$ cat src/rtl/ddlm_pkg.sv
`default_nettype none

package ddlm_pkg;

    // Action codes carried in the input tuser
    localparam logic [1:0] ACT_UP     = 2'd0;
    localparam logic [1:0] ACT_DOWN   = 2'd1;
    localparam logic [1:0] ACT_REDRAW = 2'd2;
    localparam logic [1:0] ACT_SPARE  = 2'd3;

    // Configuration register indexes
    localparam logic CFG_WINDOW = 1'b0;
    localparam logic CFG_RED    = 1'b1;

    // Register reset values; 178 is 0.7 of full scale, truncated
    localparam logic [31:0] WINDOW_RESET = 32'd200000;
    localparam logic [7:0]  RED_RESET    = 8'd178;

    localparam logic [3:0] DIGIT_MAX = 4'd9;
    localparam logic [3:0] DIGIT_MIN = 4'd0;

    // Matrix geometry: 5 rows of 5 pixels, counters index 0..4
    localparam logic [2:0] DIM_LAST = 3'd4;

    // Bit position of the red byte inside a pixel word
    localparam int RED_LSB = 24;

    localparam int PIXEL_W = 32;
    localparam int DIGIT_W = 4;
    localparam int OUT_TDATA_W = 40;

    // One frame request handed from front to back
    typedef struct packed {
        logic [3:0] digit;
    } t_frame_req;

    // Font rows: bit 4 is the leftmost column
    function automatic logic [4:0] font_row(input logic [3:0] d, input logic [2:0] row);
        logic [24:0] glyph;
        begin
            case (d)
                4'd0:    glyph = {5'h1F, 5'h11, 5'h11, 5'h11, 5'h1F};
                4'd1:    glyph = {5'h04, 5'h0C, 5'h14, 5'h04, 5'h0E};
                4'd2:    glyph = {5'h1F, 5'h01, 5'h1F, 5'h10, 5'h1F};
                4'd3:    glyph = {5'h1F, 5'h01, 5'h1F, 5'h01, 5'h1F};
                4'd4:    glyph = {5'h11, 5'h11, 5'h1F, 5'h01, 5'h01};
                4'd5:    glyph = {5'h1F, 5'h10, 5'h1F, 5'h01, 5'h1F};
                4'd6:    glyph = {5'h1F, 5'h10, 5'h1F, 5'h11, 5'h1F};
                4'd7:    glyph = {5'h1F, 5'h02, 5'h04, 5'h08, 5'h10};
                4'd8:    glyph = {5'h1F, 5'h11, 5'h1F, 5'h11, 5'h1F};
                default: glyph = {5'h1F, 5'h11, 5'h1F, 5'h01, 5'h01};
            endcase
            // row 0 sits in the top bits of the packed glyph
            case (row)
                3'd0:    font_row = glyph[24:20];
                3'd1:    font_row = glyph[19:15];
                3'd2:    font_row = glyph[14:10];
                3'd3:    font_row = glyph[9:5];
                default: font_row = glyph[4:0];
            endcase
        end
    endfunction

endpackage

`default_nettype wire

$ cat src/rtl/ddlm_front.sv
`default_nettype none

module ddlm_front (
    input  wire logic                   i_clk,
    input  wire logic                   i_rst_n,
    input  wire logic                   i_accept,
    input  wire logic [1:0]             i_action,
    input  wire logic [31:0]            i_timestamp_us,
    input  wire logic [31:0]            i_window,
    output      ddlm_pkg::t_frame_req   o_req
);

    logic [3:0]  r_digit, n_digit;
    logic [31:0] r_last_up, n_last_up;
    logic [31:0] r_last_down, n_last_down;
    logic [31:0] w_ref_time;
    logic [31:0] w_elapsed;
    logic        w_pass;

    // Pick the timer of the pressed button and measure the wrapping gap
    assign w_ref_time = (i_action == ddlm_pkg::ACT_DOWN) ? r_last_down : r_last_up;
    assign w_elapsed  = i_timestamp_us - w_ref_time;
    assign w_pass     = (w_elapsed > i_window);

    // Classify the request and step the digit
    always_comb begin
        n_digit     = r_digit;
        n_last_up   = r_last_up;
        n_last_down = r_last_down;
        if (i_accept && w_pass) begin
            unique case (i_action)
                ddlm_pkg::ACT_UP: begin
                    n_last_up = i_timestamp_us;
                    if (r_digit < ddlm_pkg::DIGIT_MAX) n_digit = r_digit + 4'd1;
                end
                ddlm_pkg::ACT_DOWN: begin
                    n_last_down = i_timestamp_us;
                    if (r_digit > ddlm_pkg::DIGIT_MIN) n_digit = r_digit - 4'd1;
                end
                default: begin
                end
            endcase
        end
    end

    always_ff @(posedge i_clk) begin
        if (!i_rst_n) begin
            r_digit     <= ddlm_pkg::DIGIT_MIN;
            r_last_up   <= '0;
            r_last_down <= '0;
        end else begin
            r_digit     <= n_digit;
            r_last_up   <= n_last_up;
            r_last_down <= n_last_down;
        end
    end

    // The queued frame shows the digit after this request
    assign o_req.digit = n_digit;

endmodule

`default_nettype wire

$ cat src/rtl/ddlm_queue.sv
`default_nettype none

module ddlm_queue #(
    parameter int DEPTH = 4
) (
    input  wire logic                   i_clk,
    input  wire logic                   i_rst_n,
    input  wire logic                   i_push,
    input  wire ddlm_pkg::t_frame_req   i_data,
    output      logic                   o_full,
    input  wire logic                   i_pop,
    output      logic                   o_valid,
    output      ddlm_pkg::t_frame_req   o_data
);

    localparam int AW = $clog2(DEPTH);
    localparam int CW = $clog2(DEPTH + 1);
    localparam logic [AW-1:0] PTR_LAST = AW'(DEPTH - 1);
    localparam logic [CW-1:0] CNT_FULL = CW'(DEPTH);

    ddlm_pkg::t_frame_req r_mem [DEPTH];
    logic [AW-1:0] r_wptr;
    logic [AW-1:0] r_rptr;
    logic [CW-1:0] r_count;

    assign o_full  = (r_count == CNT_FULL);
    assign o_valid = (r_count != '0);
    assign o_data  = r_mem[r_rptr];

    // Store the request at the write pointer
    always_ff @(posedge i_clk) begin
        if (i_push) begin
            r_mem[r_wptr] <= i_data;
        end
    end

    // Advance pointers and track the fill level
    always_ff @(posedge i_clk) begin
        if (!i_rst_n) begin
            r_wptr  <= '0;
            r_rptr  <= '0;
            r_count <= '0;
        end else begin
            if (i_push) r_wptr <= (r_wptr == PTR_LAST) ? '0 : r_wptr + AW'(1);
            if (i_pop)  r_rptr <= (r_rptr == PTR_LAST) ? '0 : r_rptr + AW'(1);
            if (i_push && !i_pop)      r_count <= r_count + CW'(1);
            else if (!i_push && i_pop) r_count <= r_count - CW'(1);
        end
    end

endmodule

`default_nettype wire

$ cat src/rtl/ddlm_back.sv
`default_nettype none

module ddlm_back (
    input  wire logic                   i_clk,
    input  wire logic                   i_rst_n,
    input  wire logic                   i_req_valid,
    input  wire ddlm_pkg::t_frame_req   i_req,
    output      logic                   o_req_pop,
    input  wire logic [7:0]             i_red_level,
    output      logic                   o_tvalid,
    input  wire logic                   i_tready,
    output      logic [ddlm_pkg::OUT_TDATA_W-1:0] o_tdata,
    output      logic                   o_tlast
);

    logic       r_busy;
    logic [3:0] r_digit;
    logic [2:0] r_j;
    logic [2:0] r_k;
    logic       r_out_valid;
    logic [31:0] r_out_word;
    logic [3:0] r_out_digit;
    logic       r_out_last;

    logic       w_advance;
    logic       w_emit;
    logic       w_frame_end;
    logic [2:0] w_row;
    logic [2:0] w_bit;
    logic [4:0] w_font;
    logic       w_lit;
    logic       w_last;

    // Output register frees when empty or taken
    assign w_advance   = !r_out_valid || i_tready;
    assign w_emit      = w_advance && r_busy;
    assign w_last      = (r_j == ddlm_pkg::DIM_LAST) && (r_k == ddlm_pkg::DIM_LAST);
    assign w_frame_end = w_emit && w_last;
    assign o_req_pop   = i_req_valid && (!r_busy || w_frame_end);

    // Serpentine scan: bottom font row first, direction flips each row
    assign w_row  = ddlm_pkg::DIM_LAST - r_j;
    assign w_bit  = r_j[0] ? (ddlm_pkg::DIM_LAST - r_k) : r_k;
    assign w_font = ddlm_pkg::font_row(r_digit, w_row);
    assign w_lit  = w_font[w_bit];

    // Walk the frame, chaining straight into the next queued request
    always_ff @(posedge i_clk) begin
        if (!i_rst_n) begin
            r_busy <= 1'b0;
            r_j    <= '0;
            r_k    <= '0;
        end else if (o_req_pop) begin
            r_busy <= 1'b1;
            r_j    <= '0;
            r_k    <= '0;
        end else if (w_frame_end) begin
            r_busy <= 1'b0;
        end else if (w_emit) begin
            if (r_k == ddlm_pkg::DIM_LAST) begin
                r_k <= '0;
                r_j <= r_j + 3'd1;
            end else begin
                r_k <= r_k + 3'd1;
            end
        end
    end

    always_ff @(posedge i_clk) begin
        if (o_req_pop) r_digit <= i_req.digit;
    end

    // Output stage
    always_ff @(posedge i_clk) begin
        if (!i_rst_n) begin
            r_out_valid <= 1'b0;
        end else if (w_advance) begin
            r_out_valid <= r_busy;
        end
    end

    always_ff @(posedge i_clk) begin
        if (w_emit) begin
            r_out_word  <= w_lit ? {i_red_level, 24'd0} : 32'd0;
            r_out_digit <= r_digit;
            r_out_last  <= w_last;
        end
    end

    assign o_tvalid = r_out_valid;
    assign o_tdata  = {4'd0, r_out_digit, r_out_word};
    assign o_tlast  = r_out_last;

endmodule

`default_nettype wire

$ cat src/rtl/debounced_digit_led_matrix.sv
// Channel   Dir  Handshake              Payload
// s_axis    in   i_s_tvalid/o_s_tready  tdata: timestamp_us; tuser: action
// m_axis    out  o_m_tvalid/i_m_tready  tdata: pixel_word, digit_shown; tlast: last_pixel
// cfg       in   i_cfg_we               i_cfg_idx, i_cfg_data
//
// Each request produces a frame of 25 pixels, one per cycle while m_axis is not
// stalled, a rate set by the single-pixel scan of the back end.
// The front end takes one request per cycle while the request queue has room.
// Frames follow each other without a gap; queue, scan and output stage register them.
// Reset is synchronous; it restores both registers, clears the digit and timers.
// A stall on m_axis holds the scan; s_axis keeps flowing until the queue fills.
`default_nettype none

module debounced_digit_led_matrix #(
    parameter int QUEUE_DEPTH = 4
) (
    input  wire logic        i_clk,
    input  wire logic        i_rst_n,
    input  wire logic        i_s_tvalid,
    output      logic        o_s_tready,
    input  wire logic [31:0] i_s_tdata,   // [31:0] timestamp_us
    input  wire logic [1:0]  i_s_tuser,   // [1:0] action
    output      logic        o_m_tvalid,
    input  wire logic        i_m_tready,
    output      logic [39:0] o_m_tdata,   // [31:0] pixel_word, [35:32] digit_shown
    output      logic        o_m_tlast,
    input  wire logic        i_cfg_we,
    input  wire logic        i_cfg_idx,
    input  wire logic [31:0] i_cfg_data
);

    logic [31:0] r_window;
    logic [7:0]  r_red_level;
    logic        w_accept;
    logic        w_full;
    logic        w_pop;
    logic        w_req_valid;
    ddlm_pkg::t_frame_req w_push_req;
    ddlm_pkg::t_frame_req w_pop_req;

    // Configuration registers
    always_ff @(posedge i_clk) begin
        if (!i_rst_n) begin
            r_window    <= ddlm_pkg::WINDOW_RESET;
            r_red_level <= ddlm_pkg::RED_RESET;
        end else if (i_cfg_we) begin
            unique case (i_cfg_idx)
                ddlm_pkg::CFG_WINDOW: r_window    <= i_cfg_data;
                ddlm_pkg::CFG_RED:    r_red_level <= i_cfg_data[7:0];
                default: begin
                end
            endcase
        end
    end

    assign o_s_tready = !w_full;
    assign w_accept   = i_s_tvalid && !w_full;

    ddlm_front u_front (
        .i_clk          (i_clk),
        .i_rst_n        (i_rst_n),
        .i_accept       (w_accept),
        .i_action       (i_s_tuser),
        .i_timestamp_us (i_s_tdata),
        .i_window       (r_window),
        .o_req          (w_push_req)
    );

    ddlm_queue #(
        .DEPTH (QUEUE_DEPTH)
    ) u_queue (
        .i_clk   (i_clk),
        .i_rst_n (i_rst_n),
        .i_push  (w_accept),
        .i_data  (w_push_req),
        .o_full  (w_full),
        .i_pop   (w_pop),
        .o_valid (w_req_valid),
        .o_data  (w_pop_req)
    );

    ddlm_back u_back (
        .i_clk       (i_clk),
        .i_rst_n     (i_rst_n),
        .i_req_valid (w_req_valid),
        .i_req       (w_pop_req),
        .o_req_pop   (w_pop),
        .i_red_level (r_red_level),
        .o_tvalid    (o_m_tvalid),
        .i_tready    (i_m_tready),
        .o_tdata     (o_m_tdata),
        .o_tlast     (o_m_tlast)
    );

endmodule

`default_nettype wire

$ cat config.mk
export PLATFORM = sky130hd
export DESIGN_NAME = debounced_digit_led_matrix
export DESIGN_NICKNAME = d
export VERILOG_FILES = /design/src/rtl/ddlm_pkg.sv /design/src/rtl/ddlm_front.sv /design/src/rtl/ddlm_queue.sv /design/src/rtl/ddlm_back.sv /design/src/rtl/debounced_digit_led_matrix.sv
export SDC_FILE = /design/constraint.sdc
export NUM_CORES = 1
export LEC_CHECK = 0
export BUFFER_PORTS_ARGS = -buffer_cell sky130_fd_sc_hd__buf_4
export CAP_MARGIN = 20
export CORE_ASPECT_RATIO = 1.2
export CORE_UTILIZATION = 50
export CTS_CLUSTER_DIAMETER = 120
export DETAILED_ROUTE_END_ITERATION = 7
export PLACE_DENSITY = 0.77
export SYNTH_ARGS = -nofsm -noshare
export SYNTH_HDL_FRONTEND = slang
export SYNTH_SLANG_ARGS = --single-unit
$ cat constraint.sdc
create_clock -name i_clk -period 16.15 [get_ports i_clk]
set_input_delay 3.23 -clock i_clk [delete_from_list [all_inputs] [get_ports i_clk]]
set_output_delay 3.23 -clock i_clk [all_outputs]
set_load 0.02 [all_outputs]
# Word-level counts from Yosys, hierarchy flattened
# Memory sizes are Yosys's and may differ from the RTL's. A register that Yosys moved wholly into a read port is not among the register bits.
# Index checks and enable logic that the tools add are counted.
dict set report word_totals {
  latchBits 0
  regBits 160
  elab_cells 90
  mem_count 2
  ram_bits 16
  romBits 384
}
# name words width rd rd_clocked_by_memory_dff wr line_no
set mem_list {}
lappend mem_list {{(no name shown)} 16 24 1 0 0 ddlm_pkg.sv:41} ;# case (d)
lappend mem_list {u_queue.r_mem 4 4 1 1 1 ddlm_queue.sv:21} ;# ddlm_pkg::t_frame_req r_mem [DEPTH];
dict set report op_classes {
  shifts 0
  n_div 0
  n_bitwise 3
  add_sub_neg 11
  n_eq_ne 9
  n_reduce_logical 27
  mul 0
  magnitude_cmp 4
  muxes 18
}
# op n
set ops {}
lappend ops {{32-bit greater-than comparator} 1}
lappend ops {{32-bit two-way mux} 1}
lappend ops {{32-bit subtractor} 1}
lappend ops {{5-bit case mux with 4 select lines} 1}
lappend ops {{3-bit two-way mux} 4}
lappend ops {{4-bit two-way mux} 3}
lappend ops {{2-bit AND reduction} 5}
lappend ops {{3-bit by 1-bit adder with 3-bit output, second input constant} 3}
lappend ops {{3-bit equality test, second input constant} 3}
lappend ops {{1-bit logical AND} 8}
lappend ops {{4-bit case mux with 2 select lines} 1}
lappend ops {{3-bit by 2-bit equality test with 1-bit output, second input constant} 2}
lappend ops {{3-bit subtractor, first input constant} 2}
lappend ops {{1-bit zero test} 5}
lappend ops {{1-bit two-way mux} 5}
lappend ops {{2-bit by 1-bit adder with 2-bit output, second input constant} 2}
lappend ops {{4-bit by 1-bit adder with 4-bit output, second input constant} 1}
lappend ops {{2-bit equality test, second input constant} 2}
lappend ops {{4-bit by 1-bit greater-than comparator with 1-bit output, second input constant} 1}
lappend ops {{3-bit by 4-bit less-than comparator with 1-bit output, second input constant} 1}
lappend ops {{4-bit less-than comparator, second input constant} 1}
lappend ops {{2-bit two-way mux} 2}
lappend ops {{2-bit nonzero test} 2}
lappend ops {{4-bit by 1-bit subtractor with 4-bit output, second input constant} 1}
lappend ops {{other kinds (11)} 14}

# Longest topological paths before layout
# Gate-level depths: netlist of the first run.
dict set report depth {
  depth_word 9
  depth_mapped 26
  ltp_nobuf 22
}

# Hierarchy
# Synthesis of the first run repeated with hierarchy kept, for this count alone.
dict set report unflattened {
  hier_cells 1117
  hier_area_um2 10377.5
}
# module seq_area_each_um2 cells_each area_each_um2 instances
set by_module_without_submodules {}
lappend by_module_without_submodules {ddlm_front 1361.3 670 5514.0 1}
lappend by_module_without_submodules {ddlm_back 970.9 208 2155.8 1}
lappend by_module_without_submodules {debounced_digit_led_matrix 800.8 175 1670.4 1}
lappend by_module_without_submodules {ddlm_queue 660.6 64 1037.2 1}

# Worst setup path after synthesis of the first run
# Ideal clock, no wire load.
dict set report synth_path {
  path_kind {input to register}
  startpoint {input i_s_tuser[0]}
  endpoint {register u_front.r_digit[2]}
  arrival_ns 8.066
  required_time_ns 16.035
  setup_ns 0.115
  path_stages 22
  path_slack_ns 7.969
  cell_sequence {clkbuf_1 -> nand2b_1 -> clkbuf_1 -> buf_1 -> mux2i_1 -> ha_1 -> o21a_1 -> o211ai_1 -> a2111oi_4 -> o311ai_2 -> a2111oi_4 -> o221ai_2 -> xnor2_1 -> ha_1 -> nand4_1 -> nor4_1 -> a21oi_1 -> nor2b_1 -> o21ai_2 -> nand2_2 -> mux2_1 -> and2_1}
}
# item line_no
set synth_lines {}
lappend synth_lines {{from (decl)} debounced_digit_led_matrix.sv:22} ;# input wire logic [1:0] i_s_tuser,
lappend synth_lines {{to (signal assigned)} ddlm_front.sv:48} ;# r_digit <= ddlm_pkg::DIGIT_MIN;
lappend synth_lines {{to (signal assigned)} ddlm_front.sv:52} ;# r_digit <= n_digit;
lappend synth_lines {{to (decl)} ddlm_front.sv:13} ;# logic [3:0] r_digit, n_digit;

# Final worst setup path of the first run
dict set report layout_path {
  startpoint {input i_s_tuser[0]}
  endpoint {register u_front.r_last_down[31]}
}
dict set report layout_via {
  elab_chain_cells 6
}
# item line_no
set layout_lines {}
lappend layout_lines {{2-bit by 1-bit equality test with 1-bit output (*)} {ddlm_front.sv:21, ddlm_front.sv:31}}
lappend layout_lines {{32-bit two-way mux} ddlm_front.sv:21} ;# assign w_ref_time = (i_action == ddlm_pkg::ACT_DOWN) ? r_last_down : r_last_up;
lappend layout_lines {{32-bit subtractor} ddlm_front.sv:22} ;# assign w_elapsed = i_timestamp_us - w_ref_time;
lappend layout_lines {{32-bit greater-than comparator} ddlm_front.sv:23} ;# assign w_pass = (w_elapsed > i_window);
lappend layout_lines {{1-bit logical AND} ddlm_front.sv:30} ;# if (i_accept && w_pass) begin
lappend layout_lines {{2-bit AND reduction (no line) (*)} -}
lappend layout_lines {{to (signal assigned)} ddlm_front.sv:54} ;# r_last_down <= n_last_down;
lappend layout_lines {{to (decl)} ddlm_front.sv:15} ;# logic [31:0] r_last_down, n_last_down;
# Every way passes the cells marked *; elsewhere a longest branch is shown, timed or not.
# A chain may end at the register's enable or synchronous reset.

==> impl_results.md, run 1 <==
- Hold_buf cts: 0
- Status: finished, final reports clean
- P_leak: 0.00449 µW
- Via count: 7,606
- Psw: 406 µW
- CTS tree: built
- Layout cells sized above 1: 12.3%
- Hold crit path type: reg -> reg
- Placed Area: 10,400 µm²
- Crit-path most repeated cell: buf_4
- Hold path startpoint: u_front.r_last_up[18]
- Drc violations: 0
- Finished Cell Area: 11,000 µm²
- Wire length on met3: 745 µm
- CP Class: in -> reg
- Fin nets: 1,309
- Port bufs: 86
- Worst path max stage delay: 0.48 ns
- Post-synthesis cell count: 1,090
- Tmin final: 8.35 ns
- Layout overhead on the synthesized area: 13.2%
- Pint: 816 µW
- Largest net degree at the start of global routing: 107
- Clock skew: 0.00664 ns
- Seq/Total Area, Yosys: 35.7%
- ANT nets after route: 0
- Main synth FF type: dfxtp_1
- First-pass GRT wire length: 33,500 µm
- Unrepaired setup endpoints after global routing: false
- Slowest CP cell: buf_4
- Cts bufs inserted: 17
- Sink Count: 156
- Arr. time, crit path: 8.68 ns
- GRT Total Usage: 21.1%
- Max-slew violation count: 0
- Max Root-Sink Buffers: 2
- Synth cell types: 74
- Initial antenna violation count: 0
- VDD IR max: 0.0000758 V
- Hold depth: 2
- Post-Route M1 WL: 8840 µm
- Setup Fix Bufs, Post-CTS: 0
- Boundary Pins: 115
- H-tree levels: 4
- Final hold vios: 0
- Startpoint class of the critical path: input port
- Die H: 154 µm
- Drt pass-1 iters: 5
- Clock Power Share: 32.1%
- Pwr per Cell Area: 112 nW/µm²
- WL met2: 9880 µm
- WL/cell: 14.0 µm
- Yosys warning total: 0
- Crit-path max FO: 24
- FF+latch count, synth: 156
- Reg-to-Reg Start: u_front.r_last_up[1]
- Worst-path clk slew: 0.06 ns
- Post-synth EDFFs: 33
- CP Launch Point: i_s_tuser[0]
- Top layer in use: met4
- GRT overflow: 0
- FP Rows: 55
- Switch share: 33.2%
- Worst path cell trace: buf_4 > nand2b_1 > buf_4 > nand2_1 > nand2_1 > inv_1 > ha_1 > nor2b_1 > o31a_1 > o21ai_2 > a2111oi_4 > o311ai_2 > a2111oi_4 > o221ai_2 > xnor2_1 > ha_1 > nand4_1 > or2_1 > o31ai_1 > nor2_1 > o22ai_4 > buf_4 > mux2i_1 > nor2b_1
- Post-route setup TNS: 0 ns
- Vias/cell: 5.36
- Share of power burned in registers: 39.3%
- Root buffer cell: clkbuf_16
- Post-synth ARST share: 0%
- Worst slew pin tran: 1.05 ns
- Mean cell area of the mapped netlist: 8.87 µm²
- CP endpoint kind: flip-flop
- Fillers: 1,676
- Vias in the first global route: 7,227
- R2R Setup Slk: 10.92 ns
- Worst rel slew slack: 30.1%
- Comb power frac: 28.6%
- FF-to-FF path depth: 21
- Final cycle utilization of the critical path: 51.7%
- Resized cells post-CTS: 0
- Worst skew pair latency: 0.43 ns
- Gpl congestion: 0.889
- Max_cap viols: 0
- Number of DRC markers in iteration 0: 298
- WHS Endpoint: u_front.r_last_up[18]
- Die area: 19,900 µm²
- Hpwl dp: 15,000 µm
- CP required: 16.48 ns
- Achievable Freq: 120 MHz
- Core ar.: 18,900 µm²
- Initial Utilization: 51.1%
- Post-Syn Area: 9670 µm²
- FF-to-FF End: u_front.r_last_down[31]
- Chip Width: 129 µm
- Antenna Cells: 0
- Final number of setup-violating endpoints: 0
- Final wirelength: 19,900 µm
-- cell families (layout without fill, tap and decap cells) --
family,after synthesis,in the layout,synth area share (%)
simple gates,349,349,17.2
fa+ha+maj,88,88,11.5
compound gates,247,247,17.7
flops,156,156,35.7
other cells,1,28,0.0388
xor+xnor,32,32,2.90
mux,73,73,8.10
buf+inv,144,189,6.84
-- state kept, by name (all words and copies together), names as in the netlist --
signal               flops
u_back.r_out_digit       4
r_window                32
u_back.o_tvalid          1
u_back.o_tlast           1
u_queue.r_mem           16
r_red_level              8
u_queue.r_count          3
u_front.r_last_down     32
u_queue.r_wptr           2
u_back.r_busy            1
u_back.r_digit           4
u_back.r_j               3
u_back.r_k               3
u_front.r_last_up       32
u_queue.r_rptr           2
u_back.r_out_word        8
u_front.r_digit          4
-- cell usage after synthesis, drive strengths merged (4+ instances only) --
cell | count | share of area, %
o211ai | 13 | 1.0
mux2i | 67 | 6.9
xor2 | 10 | 0.91
nand3 | 38 | 2.0
clkbuf | 39 | 1.5
nand3b | 4 | 0.31
edfxtp | 33 | 10
nand2b | 11 | 0.71
a31oi | 7 | 0.45
o31ai | 7 | 0.54
a21o | 32 | 2.5
inv | 65 | 2.5
buf | 40 | 2.8
a211oi | 4 | 0.31
o21ai | 60 | 3.2
and3 | 6 | 0.39
a21oi | 46 | 2.5
mux4 | 4 | 0.93
and2 | 5 | 0.32
nor2b | 49 | 3.2
nand2 | 157 | 6.1
nor2 | 43 | 1.7
xnor2 | 22 | 2.0
nand4 | 10 | 0.65
ha | 86 | 11
o21a | 9 | 0.70
dfxtp | 123 | 25
nor3 | 8 | 0.41
a21boi | 38 | 2.9
-- worst max-delay path: cells and delay by family --
family | cells | cell delay, ns
AO/OA/AOI/OAI | 8 | 2.34
buffers and inverters | 4 | 1.05
AND/OR/NAND/NOR | 8 | 1.03
adder cells (fa/ha/maj) | 2 | 0.57
multiplexers | 1 | 0.24
XOR/XNOR | 1 | 0.16
-- power groups by stage --
stage | Sequential (µW) | Combinational [µW] | Clock, µW
floorplan | 487 | 260 | 0
global placement | 487 | 342 | 0
detailed placement | 489 | 349 | 0
CTS | 481 | 351 | 400
global route | 487 | 393 | 417
finish | 480 | 350 | 392
-- through the flow --
step	std cells	setup WS [ns]	hold slack (ns)	utilization (%)	total power (µW)
after CTS	1418	7.77	0.450	57.9	1230
after detailed placement	1386	7.31	0.439	54.8	838
after global placement	1386	7.53	0.435	54.8	829
after floorplan	1117	7.97	0.424	-	747
final	1418	7.80	0.449	57.9	1220
after global routing	1418	7.34	0.462	57.9	1300
-- cells in the final DEF, fill, tap and decap left out, drive strengths merged, types with 7 or more instances in the layout --
| cell type | Yosys | final |
|---|---|---|
| a21boi | 38 | 38 |
| a21o | 32 | 32 |
| a21oi | 46 | 46 |
| a31oi | 7 | 7 |
| buf | 40 | 92 |
| clkbuf | 39 | 17 |
| conb | 1 | 28 |
| dfxtp | 123 | 123 |
| edfxtp | 33 | 33 |
| ha | 86 | 86 |
| inv | 65 | 75 |
| mux2i | 67 | 67 |
| nand2 | 157 | 157 |
| nand2b | 11 | 11 |
| nand3 | 38 | 38 |
| nand4 | 10 | 10 |
| nor2 | 43 | 43 |
| nor2b | 49 | 49 |
| nor3 | 8 | 8 |
| o211ai | 13 | 13 |
| o21a | 9 | 9 |
| o21ai | 60 | 60 |
| o31ai | 7 | 7 |
| xnor2 | 22 | 22 |
| xor2 | 10 | 10 |
-- routing by layer --
metal | vias up | global-route usage, %
met5 | - | 0
met4 | 0 | 8.80
met3 | 27 | 3.29
met1 | 3547 | 25.4
met2 | 157 | 37.1
li1 | 3875 | -
-- how the worst max path moves through the flow --
stage,slack [ns],depth (start not counted),to
after floorplan,7.97,22,u_front.r_digit[2]
after global placement,7.53,23,u_front.r_last_down[28]
after detailed placement,7.31,24,u_front.r_last_down[13]
after CTS,7.77,24,u_front.r_last_down[9]
after global routing,7.34,21,u_front.r_last_down[14]
final,7.80,24,u_front.r_last_down[31]
-- cell type report --
| cell class | count | area [µm²] | share of cell area, % |
|---|---|---|---|
| Tap cell | 256 | 320 | 2.92 |
| Timing Repair Buffer | 92 | 691 | 6.31 |
| Inverter | 65 | 244 | 2.23 |
| Sequential cell | 156 | 3450 | 31.5 |
| Clock buffer | 17 | 425 | 3.88 |
| Clock inverter | 15 | 151 | 1.38 |
| Multi-Input combinational cell | 817 | 5670 | 51.7 |
No activity file was read; power rests on OpenSTA's default activity.
==> inputs of run 2 (changes only) <==
Clock period 16.15 ns to 8.3 ns, I/O delays scaled along.
==> impl_results.md, run 2 (synthesis gave the netlist of run 1 again) <==
- Crit-path most repeated cell: buf_4
- Crit-path max FO: 64
- GR Util met3: 3.77%
- Final core utilization: 58.0%
- R2R Setup Slk: 3.18 ns
- Resized cells post-CTS: 0
- Core ar.: 18,900 µm²
- Final number of setup-violating endpoints: 0
- GRT overflow: 0
- Clock skew: 0.0106 ns
- Commonest cells after routing, fill and taps aside: nand2_1, dfxtp_1, buf_4
- H-tree levels: 4
- Max Root-Sink Buffers: 2
- Chip Width: 129 µm
- Die area: 19,900 µm²
- Fin nets: 1,309
- Worst path max stage delay: 0.54 ns
- Worst rel slew slack: 29.5%
- GRT Total Usage: 21.1%
- Crit path to: u_front.r_last_up[31]
- Startpoint class of the critical path: input port
- Family with the most delay on the worst path: compound AO/OA/AOI/OAI gates
- Drc violations: 0
- Boundary Pins: 115
- Hold_buf cts: 0
- Regs by FF count: r_window (32), u_front.r_last_down (32), u_front.r_last_up (32)
- CTS tree: built
- Hpwl dp: 15,000 µm
- Status: finished, final reports clean
- CP required: 8.66 ns
- VDD IR max: 0.000152 V
- CP Class: in -> reg
- FF-to-FF path depth: 21
- Vias/cell: 5.35
- Pwr per Cell Area: 216 nW/µm²
- First-pass GRT wire length: 33,300 µm
- CP Launch Point: i_s_tuser[1]
- Reg-to-Reg Start: u_front.r_last_up[1]
- Met2 Usage GRT: 37.6%
- WL/cell: 14.0 µm
- Via count: 7,587
- Initial antenna violation count: 0
- Arr. time, crit path: 7.25 ns
- GRT met1 Usage: 25.1%
- Layout cells sized above 1: 12.2%
- Tmin final: 6.89 ns
- FP Rows: 55
- CP endpoint kind: flip-flop
- Achievable Freq: 145 MHz
- Worst skew pair latency: 0.43 ns
- Worst-path clk slew: 0.07 ns
- Die H: 154 µm
- Antenna Cells: 0
- Final hold vios: 0
- Gr busiest metal: met2
- Slowest CP cell: nor4_1
- Final cycle utilization of the critical path: 83.0%
- Max_cap viols: 0
- Max-slew violation count: 0
- Drt pass-1 iters: 7
- Layout overhead on the synthesized area: 13.4%
- Hold crit path type: reg -> reg
- Non-Filler Instances: 1,418
- Sink Count: 156
- ANT nets after route: 0
- Unrepaired setup endpoints after global routing: false
- Worst path cell trace: buf_4 > nand2b_1 > buf_4 > mux2i_1 > ha_1 > o211ai_1 > a2111oi_4 > o311ai_2 > a2111oi_4 > o221ai_2 > xnor2_1 > ha_1 > nand4_1 > nor4_1 > nor2b_1 > o311ai_2 > a21oi_4 > buf_4 > nand3_1 > o21ai_1
- Worst slew pin tran: 1.06 ns
- Root buffer cell: clkbuf_16
- Worst path depth: 20
- Post-route setup TNS: 0 ns
- Commonest non-fill, non-tap cell in the layout: nand2_1
- FF-to-FF End: u_front.r_last_up[31]
- Largest net degree at the start of global routing: 110
- Final wirelength: 19,900 µm
- Vias in the first global route: 7,176
- Gpl congestion: 0.853
- P_leak: 0.00449 µW
- Number of DRC markers in iteration 0: 333
- Initial Utilization: 51.1%
- Sum of buffers and inverters on the critical path: 3
- Cts bufs inserted: 17
- Port bufs: 86
- Setup Fix Bufs, Post-CTS: 0
- Dpl cells: 1,386
[run 2: power by group]
| part | switching [µW] | internal [µW] |
|---|---|---|
| sequential | 62.9 | 871 |
| clock | 328 | 423 |
| combinational | 391 | 295 |
[run 2: worst min-delay path by stage]
stage | endpoint | cells past startpoint | startpoint | slack, ns
after floorplan | u_back.r_out_digit[2] | 0 | u_back.r_digit[2] | 0.42
after global placement | u_front.r_last_up[29] | 2 | u_front.r_last_up[29] | 0.43
after detailed placement | u_front.r_last_up[15] | 2 | u_front.r_last_up[15] | 0.44
after CTS | u_front.r_last_up[18] | 2 | u_front.r_last_up[18] | 0.45
after global routing | u_front.r_last_up[29] | 2 | u_front.r_last_up[29] | 0.46
final | u_front.r_last_up[12] | 2 | u_front.r_last_up[12] | 0.45
[run 2: metal layers]
metal,up-vias,share of wire [%]
li1,3881,-
met1,3522,44
met2,156,51
met3,28,3.5
met4,0,1.6
met5,-,0
[run 2: metrics by stage]
| step | setup slack, ns | total power [µW] | cell area [µm²] | hold slack, ns |
|---|---|---|---|---|
| floorplan | 1.69 | 1450 | 9770 | 0.424 |
| global placement | 1.11 | 1620 | 10400 | 0.435 |
| detailed placement | 1.03 | 1640 | 10400 | 0.439 |
| CTS | 1.42 | 2390 | 11000 | 0.449 |
| global route | 0.836 | 2510 | 11000 | 0.464 |
| finish | 1.41 | 2370 | 11000 | 0.447 |
[run 2: worst min-delay path, cell delays in order (launching register included)]
cell and delay (ns):
dfxtp_1 0.31, nand2_1 0.05, o21ai_1 0.05
[run 2: cell type report]
type / instances / area, µm²
multi-input cells: 817 / 5670
inverters: 65 / 244
repair buffers: 92 / 703
clock buffers: 19 / 475
clock inverters: 13 / 103
well taps: 256 / 320
flip-flops and latches: 156 / 3450
fillers: 1690 / 7960
==> inputs of run 3 (changes only) <==
Clock period 8.3 ns to 6.4 ns, I/O delays scaled along.
==> impl_results.md, run 3 (synthesis gave the netlist of run 1 again) <==
- Status: finished, final reports clean
- Layout overhead on the synthesized area: 14.0%
- Comb power frac: 28.9%
- Final number of setup-violating endpoints: 0
- Startpoint class of the critical path: input port
- WL/cell: 14.5 µm
- Worst-path clk slew: 0.06 ns
- Worst skew pair latency: 0.43 ns
- Number of DRC markers in iteration 0: 366
- Unrepaired setup endpoints after global routing: false
- Hold depth: 2
- Psw: 1010 µW
- Fillers: 1,700
- Max-slew violation count: 0
- R2R Setup Slk: 1.49 ns
- Max_cap viols: 0
- ANT nets after route: 0
- WHS Endpoint: u_front.r_last_up[8]
- Drc violations: 0
- Hpwl dp: 15,400 µm
- Regs by FF count: r_window (32), u_front.r_last_down (32), u_front.r_last_up (32)
- Vias in the first global route: 7,394
- Hold path startpoint: u_front.r_last_up[8]
- Chip Width: 129 µm
- FF-to-FF End: u_queue.r_mem[2][1]
- Post-route setup TNS: 0 ns
- Fin nets: 1,313
- Non-Filler Instances: 1,422
- CTS tree: built
- Die area: 19,900 µm²
- Die H: 154 µm
- Root buffer cell: clkbuf_16
- GRT overflow: 0
- Worst slew pin tran: 1.04 ns
- Vias/cell: 5.41
- Port bufs: 86
- Sink Count: 156
- CP Class: in -> reg
- Arr. time, crit path: 6.16 ns
- Pwr per Cell Area: 281 nW/µm²
- Core ar.: 18,900 µm²
- Finished Cell Area: 11,000 µm²
- Commonest cells after routing, fill and taps aside: nand2_1, dfxtp_1, buf_4
- H-tree levels: 4
- Achievable Freq: 168 MHz
- Largest net degree at the start of global routing: 115
- FF-to-FF path depth: 21
- Tmin final: 5.95 ns
- Antenna Cells: 0
- Crit-path max FO: 8
- Boundary Pins: 115
- Dpl cells: 1,390
- Commonest non-fill, non-tap cell in the layout: nand2_1
- Placed Area: 10,400 µm²
- Clock Power Share: 32.0%
- Final wirelength: 20,600 µm
- Via count: 7,689
- Hold crit path type: reg -> reg
- Final hold vios: 0
- Final cycle utilization of the critical path: 92.9%
- Clock skew: 0.00944 ns
- Switch share: 32.4%
- Drt pass-1 iters: 5
- Initial antenna violation count: 0
- Initial Utilization: 51.1%
- First-pass GRT wire length: 34,000 µm
- Cts bufs inserted: 17
- Pwr Total: 3100 µW
- FP Rows: 55
- Worst rel slew slack: 30.4%
- Hold Slack: 0.446 ns
- Pint: 2090 µW
- CP endpoint kind: flip-flop
- GRT Total Usage: 21.5%
- Reg-to-Reg Start: u_front.r_last_down[0]
- CP required: 6.61 ns
- Layout cells sized above 1: 12.3%
- Share of power burned in registers: 39.1%
- P_leak: 0.00451 µW
- Gpl congestion: 0.940
- Max Root-Sink Buffers: 2
- Hold_buf cts: 0
- VDD IR max: 0.000211 V
==> run 3: final cells by class <==
cell class	instances	area, µm²	share of cell area, %
multi-input combinational	817	5670	51.5
sequential	156	3450	31.3
timing repair buffer	96	758	6.88
clock buffer	19	433	3.93
tap	256	320	2.91
inverter	65	244	2.21
clock inverter	13	140	1.27
==> run 3: power by group through the flow <==
stage	logic [µW]	registers [µW]	clock network [µW]
floorplan	655	1230	0
global placement	866	1230	0
detailed placement	889	1230	0
CTS	896	1210	1010
global route	1000	1230	1050
finish	895	1210	993
==> run 3: critical path, cell delays in order <==
cell and delay, ns:
buf_4 0.13, nand2b_1 0.20, buf_12 0.17, nand2_1 0.06
nand2_1 0.05, ha_1 0.21, fa_1 0.40, nand2b_1 0.18
a21o_1 0.21, a21o_1 0.20, a21oi_1 0.28, o21ai_1 0.18
o221ai_2 0.30, o31ai_1 0.15, xnor2_1 0.14, ha_1 0.31
nand4_1 0.15, nor4_2 0.41, a21oi_1 0.20, nor2b_1 0.19
o21ai_2 0.09, nand2_2 0.15, a21boi_1 0.18, nor3_1 0.32
==> run 3: metal layers <==
layer  up-vias  routed length [µm]  part of all wire, %  track usage, %
met2       198               10200                   50            37.6
met4         0                 646                  3.1            10.4
met5         -                   0                    0               0
li1       3879                   -                    -               -
met3        43                 826                  4.0            3.98
met1      3569                8930                   43            24.9
==> run 3: how the worst max path moves through the flow <==
stage                 startpoint             endpoint  slack, ns
finish              i_s_tuser[1]  u_queue.r_mem[2][1]       0.45
global route        i_s_tuser[1]  u_queue.r_mem[2][1]       0.09
detailed placement  i_s_tuser[1]  u_queue.r_mem[2][1]       0.03
global placement    i_s_tuser[1]   u_front.r_digit[2]       0.19
CTS                 i_s_tuser[1]  u_queue.r_mem[2][1]       0.44
floorplan           i_s_tuser[0]   u_front.r_digit[2]       0.17
==> run 3: repair_timing <==
action                                  4_1_cts  5_1_grt
gates resized for setup                       0        1
setup buffers                                 0        0
endpoints found under the setup margin        0        5
==> run 3: metrics by stage <==
stage	util, %	worst slack, ns
2_1_floorplan	-	0.169
3_3_place_gp	55.2	0.194
3_5_place_dp	55.2	0.0347
4_1_cts	58.2	0.438
5_1_grt	58.2	0.0941
6_report	58.2	0.453
